### src/design/assert_macros.svh
`ifndef ASSERT_MACROS_SVH
`define ASSERT_MACROS_SVH

// The condition holds at every clock edge outside reset.
`define ASSERT_ALWAYS(lbl, clk, rstn, cond, msg) \
    lbl: assert property (@(posedge clk) disable iff (!rstn) (cond)) else $error(msg);

// The consequent holds in the same cycle as the antecedent.
`define ASSERT_IMPLY(lbl, clk, rstn, ante, cons, msg) \
    lbl: assert property (@(posedge clk) disable iff (!rstn) (ante) |-> (cons)) \
        else $error(msg);

// The consequent holds in the cycle after the antecedent.
`define ASSERT_NEXT(lbl, clk, rstn, ante, cons, msg) \
    lbl: assert property (@(posedge clk) disable iff (!rstn) (ante) |=> (cons)) \
        else $error(msg);

`endif

### src/design/ialu_pkg.sv
package ialu_pkg;

    // Multiplier digit: bits of the multiplier retired per cycle.
    localparam int MUL_DIG = 8;

    localparam logic [2:0] OP_ADD = 3'd1;
    localparam logic [2:0] OP_SUB = 3'd2;
    localparam logic [2:0] OP_MUL = 3'd3;
    localparam logic [2:0] OP_DIV = 3'd4;
    localparam logic [2:0] OP_MOD = 3'd5;
    localparam logic [2:0] OP_POW = 3'd6;

    localparam logic [1:0] ST_OK       = 2'd0;
    localparam logic [1:0] ST_BADOP    = 2'd1;
    localparam logic [1:0] ST_DIVZERO  = 2'd2;
    localparam logic [1:0] ST_OVERFLOW = 2'd3;

    typedef enum logic [1:0] {
        MSEL_AB,
        MSEL_ACC_BASE,
        MSEL_BASE_BASE
    } t_msel;

    typedef struct packed {
        logic  load;
        logic  mul_start;
        t_msel msel;
        logic  acc_wb;
        logic  base_wb;
        logic  div_start;
        logic  out_load;
    } t_dp_cmd;

    typedef struct packed {
        logic [2:0] op;
        logic       b_zero;
        logic       div_ovf;
        logic       b_pos;
        logic       exp_zero;
        logic       exp_lsb;
        logic       mul_busy;
        logic       div_busy;
    } t_dp_stat;

endpackage

### src/design/ialu_if.sv
interface ialu_req_if;
    logic               valid;
    logic               ready;
    logic        [2:0]  cmd;
    logic signed [31:0] operand_a;
    logic signed [31:0] operand_b;

    modport source (output valid, output cmd, output operand_a, output operand_b,
                    input ready);
    modport sink (input valid, input cmd, input operand_a, input operand_b,
                  output ready);
endinterface

interface ialu_rsp_if;
    logic               valid;
    logic               ready;
    logic signed [31:0] result;
    logic        [1:0]  status;

    modport source (output valid, output result, output status, input ready);
    modport sink (input valid, input result, input status, output ready);
endinterface

### src/design/integer_alu_div_mod_pow.sv
// Integer ALU: add, subtract, multiply, truncating divide, remainder and power on
// signed operands, computed at DATA_WIDTH bits and wrapped. One request word gives
// one response word. Add, subtract and an unknown opcode go from decode straight
// to the result; multiply runs on the shared multiplier that retires 8 multiplier
// bits per cycle; divide and modulo run on the one-bit-per-cycle restoring
// divider, which divide by zero and the overflow case skip. Power runs
// square-and-multiply on the same multiplier; exponent zero or negative skips it.
// One request is in flight at a time; the next is accepted the cycle after the
// response is loaded, even while that response still waits to be taken.
module integer_alu_div_mod_pow #(
    parameter int DATA_WIDTH = 32
) (
    input  logic             i_clk,
    input  logic             i_rst_n,
    ialu_req_if.sink         i_req,
    ialu_rsp_if.source       o_rsp
);
    import ialu_pkg::*;

    t_dp_cmd  w_cmd;
    t_dp_stat w_stat;
    logic     w_in_ready;
    logic     w_out_valid;

    ialu_ctrl u_ctrl (
        .i_clk       (i_clk),
        .i_rst_n     (i_rst_n),
        .i_in_valid  (i_req.valid),
        .o_in_ready  (w_in_ready),
        .o_out_valid (w_out_valid),
        .i_out_ready (o_rsp.ready),
        .i_stat      (w_stat),
        .o_cmd       (w_cmd)
    );

    ialu_dp #(
        .DATA_WIDTH (DATA_WIDTH)
    ) u_dp (
        .i_clk       (i_clk),
        .i_rst_n     (i_rst_n),
        .i_cmd       (w_cmd),
        .o_stat      (w_stat),
        .i_op        (i_req.cmd),
        .i_operand_a (i_req.operand_a),
        .i_operand_b (i_req.operand_b),
        .o_result    (o_rsp.result),
        .o_status    (o_rsp.status)
    );

    assign i_req.ready = w_in_ready;
    assign o_rsp.valid = w_out_valid;

endmodule

### src/design/ialu_dp.sv
module ialu_dp #(
    parameter int DATA_WIDTH = 32
) (
    input  logic               i_clk,
    input  logic               i_rst_n,
    input  ialu_pkg::t_dp_cmd  i_cmd,
    output ialu_pkg::t_dp_stat o_stat,
    input  logic        [2:0]  i_op,
    input  logic signed [31:0] i_operand_a,
    input  logic signed [31:0] i_operand_b,
    output logic signed [31:0] o_result,
    output logic        [1:0]  o_status
);
    import ialu_pkg::*;

    localparam int W         = DATA_WIDTH;
    localparam int MUL_STEPS = (W + MUL_DIG - 1) / MUL_DIG;
    localparam int MCW       = $clog2(MUL_STEPS + 1);
    localparam int DCW       = $clog2(W + 1);
    localparam logic [W-1:0] MIN_VAL = W'(1) << (W - 1);

    logic [2:0]   r_op;
    logic [W-1:0] r_a, r_b;
    logic [W-1:0] r_acc, r_base, r_exp;
    logic [W-1:0] r_mx, r_my, r_mp;
    logic [MCW-1:0] r_mcnt;
    logic [W-1:0] r_dq, r_dr, r_dd;
    logic [DCW-1:0] r_dcnt;
    logic signed [31:0] r_result;
    logic [1:0]   r_status;

    logic signed [63:0] a_ext, b_ext;
    logic [W-1:0] a_w, b_w;
    logic a_neg, b_neg, b_zero, div_ovf;
    logic [W-1:0] a_mag, b_mag;
    logic [W-1:0] mx_sel, my_sel;
    logic [W+MUL_DIG-1:0] pp;
    logic [W:0]   div_t, div_sub;
    logic         div_ge;
    logic [W-1:0] n_res_w;
    logic signed [W-1:0] n_res_s;
    logic signed [63:0] n_res_64;
    logic [1:0]   n_status;

    // Operands are sign-extended, then cut to the datapath width.
    assign a_ext = 64'(i_operand_a);
    assign b_ext = 64'(i_operand_b);
    assign a_w   = a_ext[W-1:0];
    assign b_w   = b_ext[W-1:0];

    assign a_neg   = r_a[W-1];
    assign b_neg   = r_b[W-1];
    assign b_zero  = (r_b == '0);
    assign div_ovf = (r_a == MIN_VAL) && (&r_b);
    assign a_mag   = a_neg ? (~r_a + 1'b1) : r_a;
    assign b_mag   = b_neg ? (~r_b + 1'b1) : r_b;

    always_comb begin
        case (i_cmd.msel)
            MSEL_AB: begin
                mx_sel = r_a;
                my_sel = r_b;
            end
            MSEL_ACC_BASE: begin
                mx_sel = r_acc;
                my_sel = r_base;
            end
            MSEL_BASE_BASE: begin
                mx_sel = r_base;
                my_sel = r_base;
            end
            default: begin
                mx_sel = r_a;
                my_sel = r_b;
            end
        endcase
    end

    // One multiplier digit per cycle; only the low W bits of the product are kept.
    assign pp = (W + MUL_DIG)'(r_mx) * (W + MUL_DIG)'(r_my[MUL_DIG-1:0]);

    // Restoring division on magnitudes, one quotient bit per cycle.
    assign div_t   = {r_dr, r_dq[W-1]};
    assign div_ge  = (div_t >= {1'b0, r_dd});
    assign div_sub = div_t - {1'b0, r_dd};

    always_comb begin
        n_res_w  = '0;
        n_status = ST_OK;
        case (r_op)
            OP_ADD: n_res_w = r_a + r_b;
            OP_SUB: n_res_w = r_a - r_b;
            OP_MUL: n_res_w = r_mp;
            OP_DIV: begin
                if (b_zero) begin
                    n_status = ST_DIVZERO;
                end else if (div_ovf) begin
                    n_status = ST_OVERFLOW;
                    n_res_w  = r_a;
                end else begin
                    n_res_w = (a_neg ^ b_neg) ? (~r_dq + 1'b1) : r_dq;
                end
            end
            OP_MOD: begin
                if (b_zero) begin
                    n_status = ST_DIVZERO;
                end else if (div_ovf) begin
                    n_status = ST_OVERFLOW;
                end else begin
                    n_res_w = a_neg ? (~r_dr + 1'b1) : r_dr;
                end
            end
            OP_POW: n_res_w = r_acc;
            default: n_status = ST_BADOP;
        endcase
    end

    assign n_res_s  = n_res_w;
    assign n_res_64 = 64'(n_res_s);

    always_ff @(posedge i_clk) begin
        if (!i_rst_n) begin
            r_mcnt <= '0;
            r_dcnt <= '0;
        end else begin
            if (i_cmd.load) begin
                r_op   <= i_op;
                r_a    <= a_w;
                r_b    <= b_w;
                r_acc  <= W'(1);
                r_base <= a_w;
                r_exp  <= b_w;
            end
            if (i_cmd.mul_start) begin
                r_mx   <= mx_sel;
                r_my   <= my_sel;
                r_mp   <= '0;
                r_mcnt <= MCW'(MUL_STEPS);
            end else if (r_mcnt != '0) begin
                r_mp   <= r_mp + pp[W-1:0];
                r_mx   <= r_mx << MUL_DIG;
                r_my   <= r_my >> MUL_DIG;
                r_mcnt <= r_mcnt - 1'b1;
            end
            if (i_cmd.acc_wb) begin
                r_acc <= r_mp;
            end
            if (i_cmd.base_wb) begin
                r_base <= r_mp;
                r_exp  <= r_exp >> 1;
            end
            if (i_cmd.div_start) begin
                r_dq   <= a_mag;
                r_dr   <= '0;
                r_dd   <= b_mag;
                r_dcnt <= DCW'(W);
            end else if (r_dcnt != '0) begin
                r_dr   <= div_ge ? div_sub[W-1:0] : div_t[W-1:0];
                r_dq   <= {r_dq[W-2:0], div_ge};
                r_dcnt <= r_dcnt - 1'b1;
            end
            if (i_cmd.out_load) begin
                r_result <= n_res_64[31:0];
                r_status <= n_status;
            end
        end
    end

    assign o_stat.op       = r_op;
    assign o_stat.b_zero   = b_zero;
    assign o_stat.div_ovf  = div_ovf;
    assign o_stat.b_pos    = !b_neg && !b_zero;
    assign o_stat.exp_zero = (r_exp == '0);
    assign o_stat.exp_lsb  = r_exp[0];
    assign o_stat.mul_busy = (r_mcnt != '0);
    assign o_stat.div_busy = (r_dcnt != '0);

    assign o_result = r_result;
    assign o_status = r_status;

endmodule

### src/design/ialu_ctrl.sv
`include "assert_macros.svh"

module ialu_ctrl (
    input  logic               i_clk,
    input  logic               i_rst_n,
    input  logic               i_in_valid,
    output logic               o_in_ready,
    output logic               o_out_valid,
    input  logic               i_out_ready,
    input  ialu_pkg::t_dp_stat i_stat,
    output ialu_pkg::t_dp_cmd  o_cmd
);
    import ialu_pkg::*;

    typedef enum logic [2:0] {
        S_IDLE,
        S_DECODE,
        S_MUL,
        S_DIV,
        S_PCHK,
        S_PMUL,
        S_PSQ,
        S_FIN
    } t_state;

    t_state r_state, n_state;
    logic   r_in_ready, n_in_ready;
    logic   r_out_valid, n_out_valid;
    t_dp_cmd cmd;

    always_comb begin
        cmd     = '0;
        n_state = r_state;
        case (r_state)
            S_IDLE: begin
                if (i_in_valid && r_in_ready) begin
                    cmd.load = 1'b1;
                    n_state  = S_DECODE;
                end
            end
            S_DECODE: begin
                case (i_stat.op)
                    OP_MUL: begin
                        cmd.mul_start = 1'b1;
                        cmd.msel      = MSEL_AB;
                        n_state       = S_MUL;
                    end
                    OP_DIV, OP_MOD: begin
                        if (i_stat.b_zero || i_stat.div_ovf) begin
                            n_state = S_FIN;
                        end else begin
                            cmd.div_start = 1'b1;
                            n_state       = S_DIV;
                        end
                    end
                    OP_POW: n_state = i_stat.b_pos ? S_PCHK : S_FIN;
                    default: n_state = S_FIN;
                endcase
            end
            S_MUL: begin
                if (!i_stat.mul_busy) begin
                    n_state = S_FIN;
                end
            end
            S_DIV: begin
                if (!i_stat.div_busy) begin
                    n_state = S_FIN;
                end
            end
            S_PCHK: begin
                if (i_stat.exp_zero) begin
                    n_state = S_FIN;
                end else if (i_stat.exp_lsb) begin
                    cmd.mul_start = 1'b1;
                    cmd.msel      = MSEL_ACC_BASE;
                    n_state       = S_PMUL;
                end else begin
                    cmd.mul_start = 1'b1;
                    cmd.msel      = MSEL_BASE_BASE;
                    n_state       = S_PSQ;
                end
            end
            S_PMUL: begin
                // The accumulator takes the product while the squaring starts.
                if (!i_stat.mul_busy) begin
                    cmd.acc_wb    = 1'b1;
                    cmd.mul_start = 1'b1;
                    cmd.msel      = MSEL_BASE_BASE;
                    n_state       = S_PSQ;
                end
            end
            S_PSQ: begin
                if (!i_stat.mul_busy) begin
                    cmd.base_wb = 1'b1;
                    n_state     = S_PCHK;
                end
            end
            S_FIN: begin
                if (!r_out_valid || i_out_ready) begin
                    cmd.out_load = 1'b1;
                    n_state      = S_IDLE;
                end
            end
            default: n_state = S_IDLE;
        endcase
    end

    always_comb begin
        n_in_ready = (n_state == S_IDLE);
        if (cmd.out_load) begin
            n_out_valid = 1'b1;
        end else if (i_out_ready) begin
            n_out_valid = 1'b0;
        end else begin
            n_out_valid = r_out_valid;
        end
    end

    always_ff @(posedge i_clk) begin
        if (!i_rst_n) begin
            r_state     <= S_IDLE;
            r_in_ready  <= 1'b1;
            r_out_valid <= 1'b0;
        end else begin
            r_state     <= n_state;
            r_in_ready  <= n_in_ready;
            r_out_valid <= n_out_valid;
        end
    end

    assign o_in_ready  = r_in_ready;
    assign o_out_valid = r_out_valid;
    assign o_cmd       = cmd;

    `ASSERT_ALWAYS(a_units_exclusive, i_clk, i_rst_n, !(i_stat.mul_busy && i_stat.div_busy), "multiplier and divider busy together")
    `ASSERT_NEXT(a_accept_decodes, i_clk, i_rst_n, i_in_valid && r_in_ready, r_state == S_DECODE, "accepted word not decoded")
    `ASSERT_IMPLY(a_fin_units_idle, i_clk, i_rst_n, r_state == S_FIN, !i_stat.mul_busy && !i_stat.div_busy, "result taken while a unit runs")
    `ASSERT_IMPLY(a_ready_only_idle, i_clk, i_rst_n, r_in_ready, r_state == S_IDLE && !i_stat.mul_busy && !i_stat.div_busy, "ready outside idle")

endmodule
### src/flat_wrapper.sv
// flat-port wrapper written by rule: the top's interface ports become plain ports
module integer_alu_div_mod_pow_flat import ialu_pkg::*;
#(
    parameter int DATA_WIDTH = 32
)
  (i_clk, i_rst_n, i_req_valid, i_req_cmd, i_req_operand_a, i_req_operand_b, i_req_ready, o_rsp_valid, o_rsp_result, o_rsp_status, o_rsp_ready);
  ialu_req_if i_req_i ();
  ialu_rsp_if o_rsp_i ();
  input  logic i_clk;
  input  logic i_rst_n;
  input wire logic [$bits(i_req_i.valid)-1:0] i_req_valid;
  input wire logic [$bits(i_req_i.cmd)-1:0] i_req_cmd;
  input wire logic [$bits(i_req_i.operand_a)-1:0] i_req_operand_a;
  input wire logic [$bits(i_req_i.operand_b)-1:0] i_req_operand_b;
  output wire logic [$bits(i_req_i.ready)-1:0] i_req_ready;
  output wire logic [$bits(o_rsp_i.valid)-1:0] o_rsp_valid;
  output wire logic [$bits(o_rsp_i.result)-1:0] o_rsp_result;
  output wire logic [$bits(o_rsp_i.status)-1:0] o_rsp_status;
  input wire logic [$bits(o_rsp_i.ready)-1:0] o_rsp_ready;
  assign i_req_i.valid = i_req_valid;
  assign i_req_i.cmd = i_req_cmd;
  assign i_req_i.operand_a = i_req_operand_a;
  assign i_req_i.operand_b = i_req_operand_b;
  assign i_req_ready = i_req_i.ready;
  assign o_rsp_valid = o_rsp_i.valid;
  assign o_rsp_result = o_rsp_i.result;
  assign o_rsp_status = o_rsp_i.status;
  assign o_rsp_i.ready = o_rsp_ready;
  integer_alu_div_mod_pow #(.DATA_WIDTH(DATA_WIDTH)) u_core (.i_clk(i_clk), .i_rst_n(i_rst_n), .i_req(i_req_i), .o_rsp(o_rsp_i));
endmodule
### config.mk
export PLATFORM = sky130hd
export DESIGN_NAME = integer_alu_div_mod_pow_flat
export DESIGN_NICKNAME = d
export VERILOG_FILES = /design/src/design/ialu_pkg.sv /design/src/design/ialu_if.sv /design/src/design/integer_alu_div_mod_pow.sv /design/src/design/ialu_dp.sv /design/src/design/ialu_ctrl.sv /design/src/flat_wrapper.sv
export VERILOG_INCLUDE_DIRS = /design/src /design/src/design
export SDC_FILE = /design/constraint.sdc
export NUM_CORES = 1
export LEC_CHECK = 0
export ABC_AREA = 1
export ABC_CLOCK_PERIOD_IN_PS = 7700
export BUFFER_PORTS_ARGS = -buffer_cell sky130_fd_sc_hd__buf_2
export CORE_AREA = 3 3 296 298
export CTS_CLUSTER_DIAMETER = 80
export DETAILED_ROUTE_END_ITERATION = 8
export DIE_AREA = 0 0 299 301
export MAX_ROUTING_LAYER = met4
export SLEW_MARGIN = 20
export SYNTH_ARGS = -nofsm -noshare
export SYNTH_HDL_FRONTEND = slang
export SYNTH_SLANG_ARGS = --single-unit
export TNS_END_PERCENT = 1
### constraint.sdc
create_clock -name i_clk -period 7.7 [get_ports i_clk]
set_input_delay 1.155 -clock i_clk [delete_from_list [all_inputs] [get_ports i_clk]]
set_output_delay 1.155 -clock i_clk [all_outputs]
set_load 0.02 [all_outputs]
* Word-level counts from Yosys, hierarchy flattened *
Index checks and enable logic that the tools add are counted.

word-level totals
  logic and storage cells = 150
  output and inout port bits = 36
  flip-flop bits (word level) = 403
  latch bits = 0
  input port bits = 71
  memories = 0
  memory bits (writable) = 0
  bits in read-only memories = 0

operators by class
  reduce and logical (&&, ||, !) cells = 32
  muxes and demuxes = 61
  shift-type cells = 0
  $lt $le $gt $ge = 1
  bitwise gates (word level) = 6
  equal/unequal tests = 16
  $mul = 1
  $add $sub $neg = 10
  div/mod/pow operators = 0

operators with widths
  operator                                              count
  two-way mux 32 bit                                    22
  case mux 32 bit (6 select lines)                      1
  adder 32 x 1 -> 32 bit (second input constant)        4
  inverter 32 bit                                       4
  adder 32 bit                                          2
  logical NOT 32 bit                                    2
  case mux 32 bit (2 select lines)                      1
  subtractor 32 bit                                     2
  two-way mux 31 bit                                    2
  >= comparator 33 x 32 -> 1 bit                        1
  two-way mux 3 bit                                     11
  equality test 32 bit (second input constant)          1
  multiplier 32 x 8 -> 32 bit                           1
  AND reduction 32 bit                                  1
  case mux 3 bit (8 select lines)                       1
  equality test 3 bit (second input constant)           7
  case mux 3 bit (3 select lines)                       2
  AND reduction 2 bit                                   7
  equality test 3 x 2 -> 1 bit (second input constant)  4
  two-way mux 1 bit                                     12
  two-way mux 6 bit                                     2
  two-way mux 2 bit                                     5
  nonzero test 2 bit                                    5
  OR reduction 2 bit                                    4
  16 further kinds                                      23

* Depth between registers and ports, before layout *
Gate-level depths: netlist of run 1.

  word-level depth = 8
  gate-level depth with buffers = 25
  depth with buffers taken out = 25

* Hierarchy *
Synthesis of run 1 repeated with hierarchy kept, for this count alone.

unflattened totals
  cell total of the unflattened synthesis = 4,661
  area total of the unflattened synthesis = 34,749.6 µm²

modules (own cells, without submodules)
  module     seq. area each (µm²)  cells an instance  instances  area an instance (µm²)
  ialu_dp    11,861.4              4,573              1          34,232.8
  ialu_ctrl  100.1                 88                 1          516.7

* Worst setup path after synthesis of run 1 *
Ideal clock, no wire load.

  path type = flip-flop to flip-flop
  start = register u_core.u_dp.r_a[1]
  end = register u_core.u_dp.r_dq[0] (enable)
  path buffers = 2
  cell stages (with the launch flop) = 12
  arrival = 4,744 ps
  setup slack = 2,449 ps
  cells stage by stage = edfxtp_1 > inv_1 > ha_1 > nand3_1 > nor2_2 > nand2_1 > nor2_2 > nand2_2 > nand4_4 > buf_6 > buf_4 > a21oi_1

on the way
  word-level cells in the longest chain between the ends = 8

RTL lines
  element                        RTL line         text
  start: declaration             ialu_dp.sv:23    logic [W-1:0] r_a, r_b;
  start signal: assignment       ialu_dp.sv:128   r_a <= a_w;
  equality test 32 bit           ialu_dp.sv:54    assign div_ovf = (r_a == MIN_VAL) && (&r_b);
  logical AND 1 bit              ialu_dp.sv:54
  logical OR 1 bit               ialu_ctrl.sv:49  if (i_stat.b_zero || i_stat.div_ovf) begin
  two-way mux 1 bit              ialu_ctrl.sv:49
  two-way mux 1 bit              ialu_ctrl.sv:42  case (i_stat.op)
  two-way mux 1 bit              ialu_ctrl.sv:34  case (r_state)
  nonzero test 2 bit (no line)   n/a
  AND reduction 2 bit (no line)  n/a
  end signal: assignment         ialu_dp.sv:153   r_dq <= a_mag;
  end signal: assignment         ialu_dp.sv:159   r_dq <= {r_dq[W-2:0], div_ge};
  end: declaration               ialu_dp.sv:27    logic [W-1:0] r_dq, r_dr, r_dd;

Every way passes these cells.
A chain may end at the register's enable or synchronous reset.

* Worst setup path after layout of run 1 *
  start = register u_core.u_dp.r_my[0]
  end = register u_core.u_dp.r_mp[31] (data pin)

on the way
  word-level cells in the longest chain between the ends = 3

RTL lines
  element                      RTL line        text
  start: declaration           ialu_dp.sv:25   logic [W-1:0] r_mx, r_my, r_mp;
  start signal: assignment     ialu_dp.sv:136  r_my <= my_sel;
  start signal: assignment     ialu_dp.sv:142  r_my <= r_my >> MUL_DIG;
  multiplier 32 x 8 -> 32 bit  ialu_dp.sv:80   assign pp = (W + MUL_DIG)'(r_mx) * (W + MUL_DIG)'(r_my[MUL_DIG-1:0]);
  adder 32 bit                 ialu_dp.sv:140  r_mp <= r_mp + pp[W-1:0];
  two-way mux 32 bit           ialu_dp.sv:139  end else if (r_mcnt != '0) begin
  end signal: assignment       ialu_dp.sv:140
  end: declaration             ialu_dp.sv:25

Every way passes these cells. The select of a mux whose other input is x is not followed.

==> results.md, run 1 <==
* IO buf count at 106
* Cells after Synth at about 4400
* Row count at between 100 and 150
* Clock Path Buffers at 3
* Num CTS Buffers at 52
* Initial Utilization at 39.9%
* Post_cts resized at 0
* Kind of critical path: reg2reg
* Data arrival, critical path at 5.67 ns
* Nets at between 4000 and 5000
* Top cells by area, synth: edfxtp_1 34%, nand2_1 13%, fa_1 11%, inv_1 8.3%, nor2_1 5.0%
* Area of the multi-input gates at 0.0184 mm²
* CP cell instances: buf_4 > nand2_1 > fa_1 > inv_1 > fa_1 > inv_1 > fa_1 > fa_1 > inv_1 > ha_1 > inv_1 > o21bai_1 > nand3_1 > nand2_1 > a21oi_1 > o21ai_0 > a21oi_1 > nand3_1 > nand2_1 > nor2_1
* Synth top area share at 34.4%
* Clock transition at the registers of the reported paths at 0.06 ns
* Tcrit/Tclk final at 68.7%
* Worst skew pair latency at 0.63 ns
* GP Congestion at 0.989
* Mapped Nets at 4807
* Setup Viol. Count Final at 0
* Area grow syn2layout at 9.43%
* Hold Path Class: reg2reg
* RSZ-0062 raised after global routing: no
* Full die area at about 0.09 mm²
* Die width at 299 µm
* Filler instances at just under 9000
* Post-CTS Hold Buffers at 0
* CTS H-tree lvls at 2
* Commonest non-fill, non-tap cell in the layout: nand2_1
* DP HPWL at 92800 µm
* Fin. Hold Viols at 0
* Antenna Cells at 0
* Largest net degree at the start of global routing at 81
* Max-slew headroom at 28.8%
* Final setup TNS at 0 ns
* Final WL at 119000 µm
* First-pass GRT wire length at roughly 180000 µm
* Total GRT Usage at a little over a quarter
* CTS tree: done
* DRT iter0 DRCs at 2642
* Vias in the first global route at 28900
* Worst setup SP type: flip-flop
* Worst Tran Pin Value at 1.07 ns
* Final min period at approximately 5.3 ns
* Dominant synthesized flop cell: edfxtp_1
* Root buffer cell: clkbuf_16
* Vias at slightly below 30000
* CP max FO at 20
* Crit path launch: u_core.u_dp.r_my[0]$_DFFE_PP_
* IO Pins at 107
* Post-synth EDFFs at 389
* Cell variety after synth at just under 60
* Maximum clock frequency at 189 MHz
* Clk_skew at 0.0414 ns
* Mean post-synth cell area at roughly 7.7 µm²
* Slew Viols, Final at 0
* Hold Startpoint: u_core.u_dp.r_dcnt[0]$_SDFFE_PP0N_
* GR Overflow Total at 0
* Most frequent cells in the layout: 1173 x nand2_1, 750 x inv_1, 444 x nor2_1, 389 x edfxtp_1, 257 x o21ai_0
* Post-CTS Setup Inserts at 0
* Sequential area share after synthesis at 35.2%
* Core area at 0.0851 mm²
* Die H at 301 µm
* Synth area leader: edfxtp_1
* Share of cells above drive strength 1 at a little under 7%
* Max stage delay on crit path at 0.82 ns
* Worst EP required at approximately 8 ns
* Status: completed
* #FFs+latches synth at 403
* Max cap viols at 0
* Cell area after synthesis at 0.0340 mm²
* Antenna violations before repair at 1
* Sinks on the clock net at between 400 and 500
* Register area at 0.0120 mm²
* Routed len/inst at 21.1 µm
* Worst reg2reg startpoint: u_core.u_dp.r_my[0]$_DFFE_PP_
* Post-route ant nets at 0
* DR vias/cell at 5.27
* Worst Setup End Kind: flip-flop
* Drt drc at 0
* Async set-reset flop share out of synthesis at 0%
* Worst path slowest cell: edfxtp_1
* Initial DRT Pass Iterations at 6
* Yosys warns at 0
## Yosys cell counts, drive strengths merged (15+ instances only)
| library cell | n |
|---|---|
| ha | 115 |
| nor3 | 45 |
| nand3 | 221 |
| inv | 770 |
| o21ai | 286 |
| edfxtp | 389 |
| nand2 | 1189 |
| xnor2 | 27 |
| xor2 | 111 |
| a221oi | 15 |
| fa | 188 |
| buf | 65 |
| nand4 | 95 |
| a21oi | 163 |
| o22ai | 17 |
| clkbuf | 108 |
| nor2 | 467 |
| o21bai | 20 |
| a31oi | 40 |
## worst max-delay path: cells and delay by family, from the launching register on
kind	cells	cell delay, ns
buf+inv	5	0.61
compound gates	4	0.68
fa+ha+maj	5	2.41
simple gates	6	0.52
flops	1	0.82
## area by class of cell
cell class | instances | area share [%]
Multi-Input combinational cell | 3082 | 49.4
Timing Repair Buffer | 140 | 2.11
Sequential cell | 403 | 32.2
Clock inverter | 37 | 1.04
Tap cell | 1144 | 3.85
Clock buffer | 57 | 3.55
Inverter | 775 | 7.85
## cell families (layout without fill, tap and decap cells)
family / Yosys count / after routing / share of synthesized area [%]
flip-flops: 403 / 403 / 35.2
XOR/XNOR: 138 / 138 / 3.56
AO/OA/AOI/OAI: 590 / 590 / 9.64
buffers and inverters: 948 / 1009 / 10.9
adder cells (fa/ha/maj): 303 / 303 / 15.3
AND/OR/NAND/NOR: 2051 / 2051 / 25.3
## through the flow
stage / setup WS, ns / util (%) / std cells / cell area, µm² / hold WS [ns]
global placement: 2.48 / 41.6 / 5544 / 35400 / 0.449
finish: 2.41 / 43.6 / 5638 / 37200 / 0.463
detailed placement: 2.44 / 41.6 / 5544 / 35400 / 0.454
CTS: 2.41 / 43.6 / 5638 / 37200 / 0.464
global route: 2.08 / 43.6 / 5638 / 37200 / 0.515
floorplan: 2.45 / - / 4433 / 34000 / 0.441
## worst paths after layout
kind	end	slack [ns]	cells after the start
max	u_core.u_dp.r_mp[31]$_SDFFCE_PP0P_	2.41	20
min reg2reg	u_core.u_dp.r_dcnt[0]$_SDFFE_PP0N_	0.46	2
max reg2reg	u_core.u_dp.r_mp[31]$_SDFFCE_PP0P_	2.41	20
min	u_core.u_dp.r_dcnt[0]$_SDFFE_PP0N_	0.46	2
## layer usage
metal  share of wire (%)  track usage (%)
met4                 5.1             11.9
met5                   0                -
met1                  43             35.9
met3                 6.8             3.22
met2                  45             41.8
Power of run 1 is left out: the tool's default activity adds up to more than one toggle a clock period on the data nets, which glitch-free logic cannot reach.
==> run 2: changes to the inputs <==
- ABC_CLOCK_PERIOD_IN_PS: 7700 -> 5500
- clock period: 7.7 -> 5.5 ns (I/O delays scaled with it)
==> results.md, run 2 (same netlist as run 1, synthesis figures left out) <==
* Status: completed
* Post-CTS Hold Buffers at 0
* Worst Setup End Kind: flip-flop
* Die H at 301 µm
* Core area at 0.0851 mm²
* CP max FO at 25
* Slew Viols, Final at 0
* Vias at 30000
* Commonest non-fill, non-tap cell in the layout: nand2_1
* RSZ-0062 raised after global routing: no
* CTS tree: done
* Most frequent cells in the layout: 1173 x nand2_1, 749 x inv_1, 444 x nor2_1, 389 x edfxtp_1, 257 x o21ai_0
* CP cell instances: nand2_1 > fa_1 > inv_1 > fa_1 > fa_1 > inv_1 > fa_1 > inv_1 > ha_1 > inv_1 > nor3_1 > inv_1 > o211ai_1 > a21oi_1 > a21oi_1 > nor2_1
* First-pass GRT wire length at 180000 µm
* DP HPWL at 93500 µm
* Max-slew headroom at 31.6%
* Initial Utilization at 39.9%
* CTS H-tree lvls at 2
* Register area at 0.0120 mm²
* Area grow syn2layout at 9.83%
* Filler instances at 8730
* Num CTS Buffers at 53
* Worst EP required at 5.86 ns
* Row count at 107
* GP Congestion at approximately 1
* Max stage delay on crit path at 1.02 ns
* Area of the multi-input gates at 0.0184 mm²
* Kind of critical path: reg2reg
* Drt drc at 0
* Data arrival, critical path at 5.52 ns
* Worst setup SP type: flip-flop
* Worst path slowest cell: edfxtp_1
* Final min period at 5.16 ns
* IO buf count at 106
* GR Overflow Total at 0
* Fin. Hold Viols at 0
* Root buffer cell: clkbuf_16
* Full die area at 0.0900 mm²
* Maximum clock frequency at between 150 and 200 MHz
* Worst skew pair latency at 0.62 ns
* Final WL at 120000 µm
* Largest net degree at the start of global routing at 96
* Vias in the first global route at between 20000 and 30000
* Routed len/inst at 21.1 µm
* Clk_skew at ~0.03 ns
* Post-route ant nets at 0
* Cell mode on critical path: inv_1
* Final setup TNS at 0 ns
* Antenna violations before repair at 1
* DRT iter0 DRCs at 2777
* IO Pins at approximately 110
* Die width at 299 µm
* Clock Path Buffers at 3
* Hold Path Class: in2reg
* Worst Tran Pin Value at approximately 1.0 ns
* Initial DRT Pass Iterations at 5
* Sinks on the clock net at 403
* Share of cells above drive strength 1 at 7.37%
* Max cap viols at 0
* Clock transition at the registers of the reported paths at 0.06 ns
* Tcrit/Tclk final at 93.8%
* Total GRT Usage at 27.1%
* Nets at slightly below 5000
* Setup Viol. Count Final at 0
* DR vias/cell at 5.29
-- run 2: per-layer routing --
layer / up-vias / wire, µm / track usage (%) / share of wire, %
li1: 14300 / - / - / -
met2: 1189 / 53900 / 41.7 / 45
met5: - / 0 / - / 0
met3: 197 / 8580 / 3.40 / 7.2
met1: 14300 / 51500 / 36.4 / 43
met4: 0 / 5740 / 11.2 / 4.8
-- run 2: layout make-up --
| class | count | area share [%] |
|---|---|---|
| antenna | 1 | 0.00671 |
| tap | 1144 | 3.84 |
| timing repair buffer | 163 | 2.76 |
| multi-input combinational | 3082 | 49.2 |
| clock buffer | 65 | 3.68 |
| inverter | 775 | 7.82 |
| sequential | 403 | 32.1 |
| clock inverter | 30 | 0.594 |
-- run 2: through the flow --
step	worst slack, ns	area, µm²	cells	hold WS [ns]	utilization (%)
global placement	0.368	35700	5565	0.449	41.9
detailed placement	0.389	35700	5565	0.456	41.9
floorplan	0.249	34000	4433	0.441	-
finish	0.341	37300	5663	0.404	43.8
global route	0.00558	37300	5663	0.380	43.8
CTS	0.367	37300	5660	0.368	43.8
-- run 2: worst paths after layout --
check                                     start                                  to  slack (ns)  depth (start not counted)
max reg2reg       u_core.u_dp.r_my[6]$_DFFE_PP_  u_core.u_dp.r_mp[30]$_SDFFCE_PP0P_        0.34                         16
min reg2reg  u_core.u_dp.r_dcnt[0]$_SDFFE_PP0N_  u_core.u_dp.r_dcnt[0]$_SDFFE_PP0N_        0.47                          2
min                         i_req_operand_b[12]       u_core.u_dp.r_b[12]$_DFFE_PP_        0.40                          1
max               u_core.u_dp.r_my[6]$_DFFE_PP_  u_core.u_dp.r_mp[30]$_SDFFCE_PP0P_        0.34                         16
-- run 2: worst max-delay path: cells and delay by family, from the launching register on --
kind            cells  cell delay [ns]
flops               1             1.02
simple gates        3             0.53
compound gates      3             0.41
buf+inv             5             0.34
fa+ha+maj           5             2.58
-- run 2: timing repair --
| action | 4_1_cts | 5_1_grt |
|---|---|---|
| setup buffers | 0 | 2 |
| resized for setup | 0 | 1 |
| setup endpoints to repair | 0 | 2 |
Power of run 2 is left out for the same reason.
